===== config.mk =====
export PLATFORM = sky130hd
export DESIGN_NAME = lcd_mode_line_timer_top
export DESIGN_NICKNAME = d
export VERILOG_FILES = /design/src/rtl/lcdmlt_pkg.sv /design/src/rtl/lcd_mode_line_timer_top.sv
export VERILOG_INCLUDE_DIRS = /design/src /design/src/rtl
export SDC_FILE = /design/constraint.sdc
export NUM_CORES = 1
export LEC_CHECK = 0
export BUFFER_PORTS_ARGS = -buffer_cell sky130_fd_sc_hd__buf_2
export CORE_MARGIN = 2
export CORE_UTILIZATION = 25
export DETAILED_ROUTE_END_ITERATION = 12
export GPL_ROUTABILITY_DRIVEN = 0
export PLACE_DENSITY = 0.49
export SETUP_SLACK_MARGIN = 0.2
export SYNTH_ARGS = -nofsm -noshare
export SYNTH_HDL_FRONTEND = slang
export SYNTH_SLANG_ARGS = --single-unit

===== constraint.sdc =====
create_clock -name clock -period 5.09 [get_ports clock]
set_input_delay 0.7635 -clock clock [delete_from_list [all_inputs] [get_ports clock]]
set_output_delay 0.7635 -clock clock [all_outputs]
set_load 0.02 [all_outputs]

===== src/rtl/lcd_mode_line_timer_top_macros.svh =====
// Assertion macros used by the LCD mode and line timer RTL.
`ifndef LCD_MODE_LINE_TIMER_TOP_MACROS_SVH
`define LCD_MODE_LINE_TIMER_TOP_MACROS_SVH

// Check that a condition implies a consequence in the same cycle.
`define LMT_ASSERT_SAME(label, ante, cons) \
   label: assert property (@(posedge clock) disable iff (reset) (ante) |-> (cons)) \
      else $error("lcd mode line timer: same-cycle check failed");

// Check that a condition implies a consequence in the next cycle.
`define LMT_ASSERT_NEXT(label, ante, cons) \
   label: assert property (@(posedge clock) disable iff (reset) (ante) |=> (cons)) \
      else $error("lcd mode line timer: next-cycle check failed");

`endif


===== src/rtl/lcdmlt_pkg.sv =====
// Types and constants of the LCD mode and line timer.
package lcdmlt_pkg;

   localparam int ACC_W  = 10;
   localparam int LINE_W = 8;
   localparam int MODE_W = 2;
   localparam int ELAP_W = 6;
   localparam int ADDR_W = 5;
   localparam int DATA_W = 32;

   // LCD modes
   localparam logic [MODE_W-1:0] MODE_HBLANK = 2'd0;
   localparam logic [MODE_W-1:0] MODE_VBLANK = 2'd1;
   localparam logic [MODE_W-1:0] MODE_SCAN   = 2'd2;
   localparam logic [MODE_W-1:0] MODE_XFER   = 2'd3;

   // Cycle budgets of each mode
   localparam logic [ACC_W-1:0] BUDGET_HBLANK = 10'd204;
   localparam logic [ACC_W-1:0] BUDGET_VBLANK = 10'd456;
   localparam logic [ACC_W-1:0] BUDGET_SCAN   = 10'd80;
   localparam logic [ACC_W-1:0] BUDGET_XFER   = 10'd172;

   // Largest accumulator value: vblank budget minus one plus the largest tick
   localparam logic [ACC_W-1:0] ACC_MAX = 10'd518;

   localparam logic [LINE_W-1:0] FIRST_VBLANK_LINE = 8'h90;
   localparam logic [LINE_W-1:0] LINES_PER_FRAME   = 8'd154;
   localparam logic [LINE_W-1:0] LAST_LINE         = 8'd153;

   // Register indexes (byte address divided by four)
   localparam logic [2:0] REG_LCD_ENABLE    = 3'd0;
   localparam logic [2:0] REG_LINE_COMPARE  = 3'd1;
   localparam logic [2:0] REG_HBLANK_IRQ_EN = 3'd2;
   localparam logic [2:0] REG_VBLANK_IRQ_EN = 3'd3;
   localparam logic [2:0] REG_OAM_IRQ_EN    = 3'd4;
   localparam logic [2:0] REG_MATCH_IRQ_EN  = 3'd5;

   // One result item
   typedef struct packed {
      logic              vblank_irq;
      logic              stat_irq;
      logic              line_start;
      logic [LINE_W-1:0] line_number;
      logic [MODE_W-1:0] mode_now;
      logic              line_match;
   } result_type;

endpackage


===== src/rtl/lcd_mode_line_timer_top.sv =====
// A tick's result is registered into the output register, or into the skid entry
// while a result is stalled. Throughput: one tick per cycle while the skid entry is
// empty; the add, budget compare and subtract on the 10-bit cycle accumulator are
// combinational between the state registers. A two-entry output buffer takes one
// more tick while a result is stalled. Reset (synchronous, active high): registers
// 0, accumulator 0, line 0, mode object scan, match flag 0, no result pending.
`include "lcd_mode_line_timer_top_macros.svh"

module lcd_mode_line_timer_top (
   input  logic                              clock,
   input  logic                              reset,
   // tick channel
   input  logic                              req_valid,
   output logic                              req_ready,
   input  logic [lcdmlt_pkg::ELAP_W-1:0]     req_elapsed_cycles,
   // result channel
   output logic                              rsp_valid,
   input  logic                              rsp_ready,
   output logic                              rsp_vblank_irq,
   output logic                              rsp_stat_irq,
   output logic                              rsp_line_start,
   output logic [lcdmlt_pkg::LINE_W-1:0]     rsp_line_number,
   output logic [lcdmlt_pkg::MODE_W-1:0]     rsp_mode_now,
   output logic                              rsp_line_match,
   // configuration port
   input  logic                              psel,
   input  logic                              penable,
   input  logic                              pwrite,
   input  logic [lcdmlt_pkg::ADDR_W-1:0]     paddr,
   input  logic [lcdmlt_pkg::DATA_W-1:0]     pwdata,
   output logic [lcdmlt_pkg::DATA_W-1:0]     prdata,
   output logic                              pready
);
   import lcdmlt_pkg::*;

   // configuration registers
   logic              lcd_enable_ff;
   logic [LINE_W-1:0] line_compare_ff;
   logic              hblank_irq_en_ff;
   logic              vblank_irq_en_ff;
   logic              oam_irq_en_ff;
   logic              match_irq_en_ff;

   // timing state
   logic [ACC_W-1:0]  accum_ff,  accum_in;
   logic [MODE_W-1:0] mode_ff,   mode_in;
   logic [LINE_W-1:0] line_ff,   line_in;
   logic              match_ff,  match_in;

   // output buffer
   result_type        out_ff, out_in;
   result_type        skid_ff, skid_in;
   logic              out_valid_ff, out_valid_in;
   logic              skid_valid_ff, skid_valid_in;
   result_type        result;

   logic              req_fire;
   logic              rsp_fire;
   logic              csr_write;
   logic [2:0]        reg_index;
   logic [ACC_W-1:0]  sum;
   logic [LINE_W-1:0] line_inc;
   logic              vbl;
   logic              st;
   logic              start;

   assign pready    = 1'b1;
   assign reg_index = paddr[ADDR_W-1:2];
   assign csr_write = psel && penable && pwrite && pready;

   // write configuration registers
   always_ff @(posedge clock) begin
      if (reset) begin
         lcd_enable_ff    <= 1'b0;
         line_compare_ff  <= '0;
         hblank_irq_en_ff <= 1'b0;
         vblank_irq_en_ff <= 1'b0;
         oam_irq_en_ff    <= 1'b0;
         match_irq_en_ff  <= 1'b0;
      end else if (csr_write) begin
         unique case (reg_index)
            REG_LCD_ENABLE:    lcd_enable_ff    <= pwdata[0];
            REG_LINE_COMPARE:  line_compare_ff  <= pwdata[LINE_W-1:0];
            REG_HBLANK_IRQ_EN: hblank_irq_en_ff <= pwdata[0];
            REG_VBLANK_IRQ_EN: vblank_irq_en_ff <= pwdata[0];
            REG_OAM_IRQ_EN:    oam_irq_en_ff    <= pwdata[0];
            REG_MATCH_IRQ_EN:  match_irq_en_ff  <= pwdata[0];
            default: ;
         endcase
      end
   end

   // read back configuration registers
   always_comb begin
      prdata = '0;
      unique case (reg_index)
         REG_LCD_ENABLE:    prdata[0]          = lcd_enable_ff;
         REG_LINE_COMPARE:  prdata[LINE_W-1:0] = line_compare_ff;
         REG_HBLANK_IRQ_EN: prdata[0]          = hblank_irq_en_ff;
         REG_VBLANK_IRQ_EN: prdata[0]          = vblank_irq_en_ff;
         REG_OAM_IRQ_EN:    prdata[0]          = oam_irq_en_ff;
         REG_MATCH_IRQ_EN:  prdata[0]          = match_irq_en_ff;
         default:           prdata             = '0;
      endcase
   end

   // handshakes
   assign req_ready = !skid_valid_ff;
   assign req_fire  = req_valid && req_ready;
   assign rsp_valid = out_valid_ff;
   assign rsp_fire  = out_valid_ff && rsp_ready;

   assign sum      = accum_ff + {{(ACC_W-ELAP_W){1'b0}}, req_elapsed_cycles};
   assign line_inc = line_ff + 8'd1;

   // advance accumulator, mode, line and match flag for one tick while the LCD is enabled
   always_comb begin
      accum_in = accum_ff;
      mode_in  = mode_ff;
      line_in  = line_ff;
      match_in = match_ff;
      vbl      = 1'b0;
      st       = 1'b0;
      start    = 1'b0;
      if (lcd_enable_ff) begin
         accum_in = sum;
         unique case (mode_ff)
            MODE_HBLANK: begin
               if (sum >= BUDGET_HBLANK) begin
                  accum_in = sum - BUDGET_HBLANK;
                  line_in  = line_inc;
                  if (line_inc == FIRST_VBLANK_LINE) begin
                     mode_in = MODE_VBLANK;
                     vbl     = 1'b1;
                     st      = vblank_irq_en_ff;
                  end else begin
                     mode_in = MODE_SCAN;
                     st      = oam_irq_en_ff;
                  end
                  match_in = (line_inc == line_compare_ff);
                  st       = st | (match_in & match_irq_en_ff);
               end
            end
            MODE_VBLANK: begin
               if (sum >= BUDGET_VBLANK) begin
                  accum_in = sum - BUDGET_VBLANK;
                  if (line_inc >= LINES_PER_FRAME) begin
                     line_in = '0;
                     mode_in = MODE_SCAN;
                     st      = oam_irq_en_ff;
                  end else begin
                     line_in = line_inc;
                  end
                  match_in = (line_in == line_compare_ff);
                  st       = st | (match_in & match_irq_en_ff);
               end
            end
            MODE_SCAN: begin
               if (sum >= BUDGET_SCAN) begin
                  accum_in = sum - BUDGET_SCAN;
                  mode_in  = MODE_XFER;
                  start    = 1'b1;
               end
            end
            MODE_XFER: begin
               if (sum >= BUDGET_XFER) begin
                  accum_in = sum - BUDGET_XFER;
                  mode_in  = MODE_HBLANK;
                  st       = hblank_irq_en_ff;
               end
            end
            default: ;
         endcase
      end
   end

   // assemble the result item of this tick
   always_comb begin
      result.vblank_irq  = vbl;
      result.stat_irq    = st;
      result.line_start  = start;
      result.line_number = line_in;
      result.mode_now    = mode_in;
      result.line_match  = match_in;
   end

   // hold timing state, advance on each accepted tick
   always_ff @(posedge clock) begin
      if (reset) begin
         accum_ff <= '0;
         mode_ff  <= MODE_SCAN;
         line_ff  <= '0;
         match_ff <= 1'b0;
      end else if (req_fire) begin
         accum_ff <= accum_in;
         mode_ff  <= mode_in;
         line_ff  <= line_in;
         match_ff <= match_in;
      end
   end

   // steer results into the output register or the skid entry
   always_comb begin
      out_in        = out_ff;
      skid_in       = skid_ff;
      out_valid_in  = out_valid_ff;
      skid_valid_in = skid_valid_ff;
      if (skid_valid_ff) begin
         if (rsp_fire) begin
            out_in        = skid_ff;
            skid_valid_in = 1'b0;
         end
      end else if (req_fire) begin
         if (!out_valid_ff || rsp_fire) begin
            out_in       = result;
            out_valid_in = 1'b1;
         end else begin
            skid_in       = result;
            skid_valid_in = 1'b1;
         end
      end else if (rsp_fire) begin
         out_valid_in = 1'b0;
      end
   end

   always_ff @(posedge clock) begin
      if (reset) begin
         out_valid_ff  <= 1'b0;
         skid_valid_ff <= 1'b0;
      end else begin
         out_valid_ff  <= out_valid_in;
         skid_valid_ff <= skid_valid_in;
      end
   end

   always_ff @(posedge clock) begin
      out_ff  <= out_in;
      skid_ff <= skid_in;
   end

   assign rsp_vblank_irq  = out_ff.vblank_irq;
   assign rsp_stat_irq    = out_ff.stat_irq;
   assign rsp_line_start  = out_ff.line_start;
   assign rsp_line_number = out_ff.line_number;
   assign rsp_mode_now    = out_ff.mode_now;
   assign rsp_line_match  = out_ff.line_match;

   // checks
   `LMT_ASSERT_SAME(a_skid_behind_out, skid_valid_ff, out_valid_ff)
   `LMT_ASSERT_SAME(a_accum_headroom, 1'b1, accum_ff <= ACC_MAX)
   `LMT_ASSERT_SAME(a_line_bound, 1'b1, line_ff <= LAST_LINE)
   `LMT_ASSERT_NEXT(a_disabled_holds, req_fire && !lcd_enable_ff,
      $stable(accum_ff) && $stable(mode_ff) && $stable(line_ff))
   `LMT_ASSERT_SAME(a_vblank_pulse_mode, out_valid_ff && out_ff.vblank_irq,
      out_ff.mode_now == MODE_VBLANK && out_ff.line_number == FIRST_VBLANK_LINE)

endmodule

== Yosys cells after proc, flatten, opt, wreduce, memory -nomap -nowiden ==
Cells that the tools add are included.

* Register bits after elaboration: 64
* Bits of input ports: 50

* Add/sub/neg operators: 6
* Magnitude comparators: 5
* Equal/unequal tests: 13
* Mux-type cells: 58
* Bitwise operators: 6
* Reductions and logical operators: 22

{| class="wikitable"
|+ Operators with widths
! cell !! count
|-
| $mux W14 || 4
|-
| $mux W8 || 7
|-
| $mux W10 || 4
|-
| $pmux W10 S4 || 1
|-
| $mux W1 || 29
|-
| $ge A10 B8 Y1 const B || 2
|-
| $sub A10 B8 Y10 const B || 2
|-
| $eq A8 B8 Y1 || 2
|-
| $pmux W8 S2 || 1
|-
| $mux W2 || 7
|-
| $reduce_and A2 Y1 || 7
|-
| $add A10 B6 Y10 || 1
|-
| $ge A10 B7 Y1 const B || 1
|-
| $ge A10 B9 Y1 const B || 1
|-
| $sub A10 B7 Y10 const B || 1
|-
| $sub A10 B9 Y10 const B || 1
|-
| $reduce_and A3 Y1 || 3
|-
| $add A8 B1 Y8 const B || 1
|-
| $eq A8 B8 Y1 const B || 1
|-
| $ge A8 B8 Y1 const B || 1
|-
| $pmux W2 S4 || 1
|-
| $mux W7 || 1
|-
| $eq A3 B2 Y1 const B || 2
|-
| $eq A3 B3 Y1 const B || 2
|-
| other kinds (16) || 27
|}

== Depth between registers and ports, before layout ==
* Word-level depth: 15
* Gate-level depth with buffers: 15
* Mapped depth without buffers: 14

== Worst setup path after synthesis ==
Ideal clock, no wire load.

* Path type: input -> register
* From: in req_elapsed_cycles[0] (netlist name)
* To: reg out_ff, in the netlist rsp_line_number[6], data pin
* Library setup time: 260 ps
* Arrival time: 4199 ps
* Required time: 4830 ps
* Path slack: 631 ps
* Stages: 15
* Path buffers: 1
* Path through: ha_1 fa_1 a21o_1 a211o_1 and2_1 inv_1 ha_1 nand2b_1 o311a_1 a2111o_1 nand2_2 o21ai_2 buf_6 a221o_1 mux2_4

{| class="wikitable"
|+ RTL lines
! what !! line !! RTL
|-
| from (decl) || lcd_mode_line_timer_top.sv:15 || <nowiki>input logic [lcdmlt_pkg::ELAP_W-1:0] req_elapsed_cycles,</nowiki>
|-
| to (signal assigned) || lcd_mode_line_timer_top.sv:237 || <nowiki>out_ff <= out_in;</nowiki>
|-
| to (decl) || lcd_mode_line_timer_top.sv:51 || <nowiki>result_type out_ff, out_in;</nowiki>
|}

==> results.cfg <==
[synth]
async_flop_share = 0
seq_area_frac_synth = 0.3023
synth_edf_count = 28
synth_cell_type_count = 81
synth-seq-cells = 64
synthesis.area_mm2 = 0.005166
synth_flop_cell = dfxtp_1
synth_area_per_cell_um2 = 8.596
synthCells = 601
ys.warnings.count = 0

[cells_and_area]
n_fill_cell = 2136
design_area_mm2 = 0.006013
nets = 721
area_growth_pct = 16.40
antennaDiodeCount = 0
drive_gt1_frac = 0.1839

[floorplanning]
die_y_um = 147.8
initial_utilization = 0.2553
core_mm2 = 0.02023
die_area_mm2 = 0.02183
die_w_um = 147.8
placementRows = 52
ios = 99

[critical_path]
r2r_setup_slack_ns = 0.87
cp-start-kind = input pin
crit_path_frequent_cell = ha_1
critical_path_class = input pin to flop
ff2ff_path_depth = 15
worstPathArrival_ns = 4.57
regToRegStartpoint = accum_ff[0]
critPathCaptureType = flop
path_cells = buf_2, ha_1, fa_1, a21o_1, a211o_1, and2_1, inv_1, ha_1, nand2b_1, o311a_1, a2111oi_4, o21ai_0, o31ai_2, a211oi_1, buf_4, o31ai_1
cp_max_fo = 5
max_stage_delay_ns = 0.45
crit_slowest_cell = a2111oi_4
critPathRequiredTime_ns = 5.24
r2r-end = rsp_stat_irq

[detailed_routing]
drtIter0Drc = 298
dr.pass1.iters = 4
dr_wl_met3_um = 722
antenna_left = 0
highest_layer = met4
drc_errors = 0
route.met2.wl_um = 6777
routedWlPerCell_um = 16.25
met1_length_um = 7371
viasPerCell = 5.050
wl_um = 15080
vias = 4686

[clock_tree]
clkLatencyLatePin_ns = 0.34
holdBufCountCts = 0
cts.htree.levels = 3
clock_path_buffers = 2
cts_resized = 0
path_clk_slew_ns = 0.06
cts_root_buf = clkbuf_16
cts_tree = done
cts_buffers = 9
postCtsSetupBuffers = 0
cts_sinks = 64

[placed_design]
placed_cell_area_mm2 = 0.005707
dp_hpwl_um = 11360
port_buffers = 47
place_ws_ns = 0.3049

[timing]
period_share = 0.8681
worst_pin_slew_ns = 1.027
period_needed_ns = 4.419
relSlewSlack = 0.3126
whs_ns = 0.4817
slew_violations = 0
grt_setup_unrepaired = false
fmax_ghz = 0.2263
hold_viol = 0
fin_setup_tns_ns = 0
layout_setup_ws_ns = 0.6712
setup_viol = 0
finClkSkew_ns = 0.01133

[grt]
gr-usage-all-layers = 0.1406
grt_max_degree = 30
grt_pass1_wl_um = 24520
antenna_found_initial = 0
grt_overflow_total = 0
grt_pass1_vias = 4505

[worst_hold_path]
worstHoldStart = accum_ff[0]
whs_endpoint = accum_ff[0]
worstHoldPathType = flop to flop
holdPathStages = 2

[job]
maxCapViolations = 0

[power]
power.density_mw_per_mm2 = 225.4
power.leakage_nw = 2.239
ir_worst_vdd_mv = 0.1245

[outcome]
outcome = complete, no violations
[report_power, final]
part	switching [W]	internal, W
logic	0.000105	0.0000510
registers	0.00000833	0.000551
clock network	0.000256	0.000384
[cell families after synthesis]
| group | after synthesis | synth area share |
|---|---|---|
| compound gates | 192 | 0.2768 |
| xor+xnor | 20 | 0.04214 |
| fa+ha+maj | 18 | 0.04505 |
| buf+inv | 81 | 0.08186 |
| flops | 64 | 0.3023 |
| mux | 30 | 0.06224 |
| other cells | 2 | 0.001454 |
| simple gates | 194 | 0.1882 |
[cells in the mapped netlist (6+ instances only)]
master     number  share of area
a211oi_1       11          0.016
a21o_1         10          0.015
a21oi_1        39          0.038
a22oi_1         6         0.0087
and2_1          9          0.011
and3_1          7         0.0085
buf_2           8         0.0078
buf_4          25          0.036
clkbuf_1       22          0.016
dfxtp_1        36           0.14
edfxtp_1       28           0.16
ha_1           17          0.041
inv_1          22          0.016
mux2_2         13          0.028
mux2i_1        16          0.031
nand2_1        46          0.033
nand2b_1       13          0.016
nand3_1        12          0.012
nand4_1         9          0.011
nor2_1         52          0.038
nor2b_1         6         0.0073
nor3_1         13          0.013
nor3b_1         6         0.0087
o211ai_1        9          0.013
o21ai_0        24          0.023
o2bb2ai_1       8          0.014
o31ai_1         6         0.0087
xnor2_1        13          0.022
[registers in the layout, summed over array words and instances (netlist names), 2 cells and up]
signal,count
line_compare_ff,8
mode_ff,2
rsp_line_number,8
skid_ff,14
rsp_mode_now,2
line_ff,8
accum_ff,10
[critical path, delay by kind of cell]
family,cells,cell delay [ns]
AO/OA/AOI/OAI,8,2.26
AND/OR/NAND/NOR,2,0.27
buffers and inverters,3,0.38
adder cells (fa/ha/maj),3,0.90
[cell type report]
type | instances | area (µm²) | area share
Timing Repair Buffer | 76 | 452.9 | 0.07532
Multi-Input combinational cell | 479 | 3268 | 0.5435
Clock inverter | 7 | 81.33 | 0.01352
Clock buffer | 9 | 225.2 | 0.03745
Tap cell | 270 | 337.8 | 0.05618
Inverter | 23 | 86.33 | 0.01436
Sequential cell | 64 | 1562 | 0.2597
[stage by stage]
stage | total power (W) | instances | utilization
6_report | 0.001355 | 928 | 0.2972
5_1_grt | 0.001407 | 928 | 0.2972
3_3_place_gp | 0.0007258 | 912 | 0.2820
3_5_place_dp | 0.0007256 | 912 | 0.2820
4_1_cts | 0.001370 | 928 | 0.2972
2_1_floorplan | 0.0006873 | 624 | -
[worst max path at each step]
stage / from / to / cells after the start
2_1_floorplan: req_elapsed_cycles[0] / rsp_line_number[6] / 15
3_3_place_gp: req_elapsed_cycles[0] / rsp_stat_irq / 16
3_5_place_dp: req_elapsed_cycles[0] / rsp_stat_irq / 16
4_1_cts: req_elapsed_cycles[0] / rsp_stat_irq / 16
5_1_grt: req_elapsed_cycles[0] / rsp_stat_irq / 16
6_report: req_elapsed_cycles[0] / rsp_stat_irq / 16
[per-layer routing]
| metal | global-route usage | vias up |
|---|---|---|
| li1 | - | 2339 |
| met1 | 0.1975 | 2203 |
| met2 | 0.2193 | 129 |
| met3 | 0.02438 | 15 |
| met4 | 0.04519 | 0 |
| met5 | 0 | - |
[cells in the final DEF (no fill, tap or decap), drive strengths merged, types with 14 or more instances in the layout]
| cell | instances |
|---|---|
| o21ai | 25 |
| nor2 | 52 |
| a21oi | 39 |
| mux2i | 16 |
| nand2 | 47 |
| ha | 17 |
| conb | 25 |
| inv | 24 |
| buf | 76 |
| mux2 | 14 |
| edfxtp | 28 |
| dfxtp | 36 |
(Power assumes the default switching activity.)
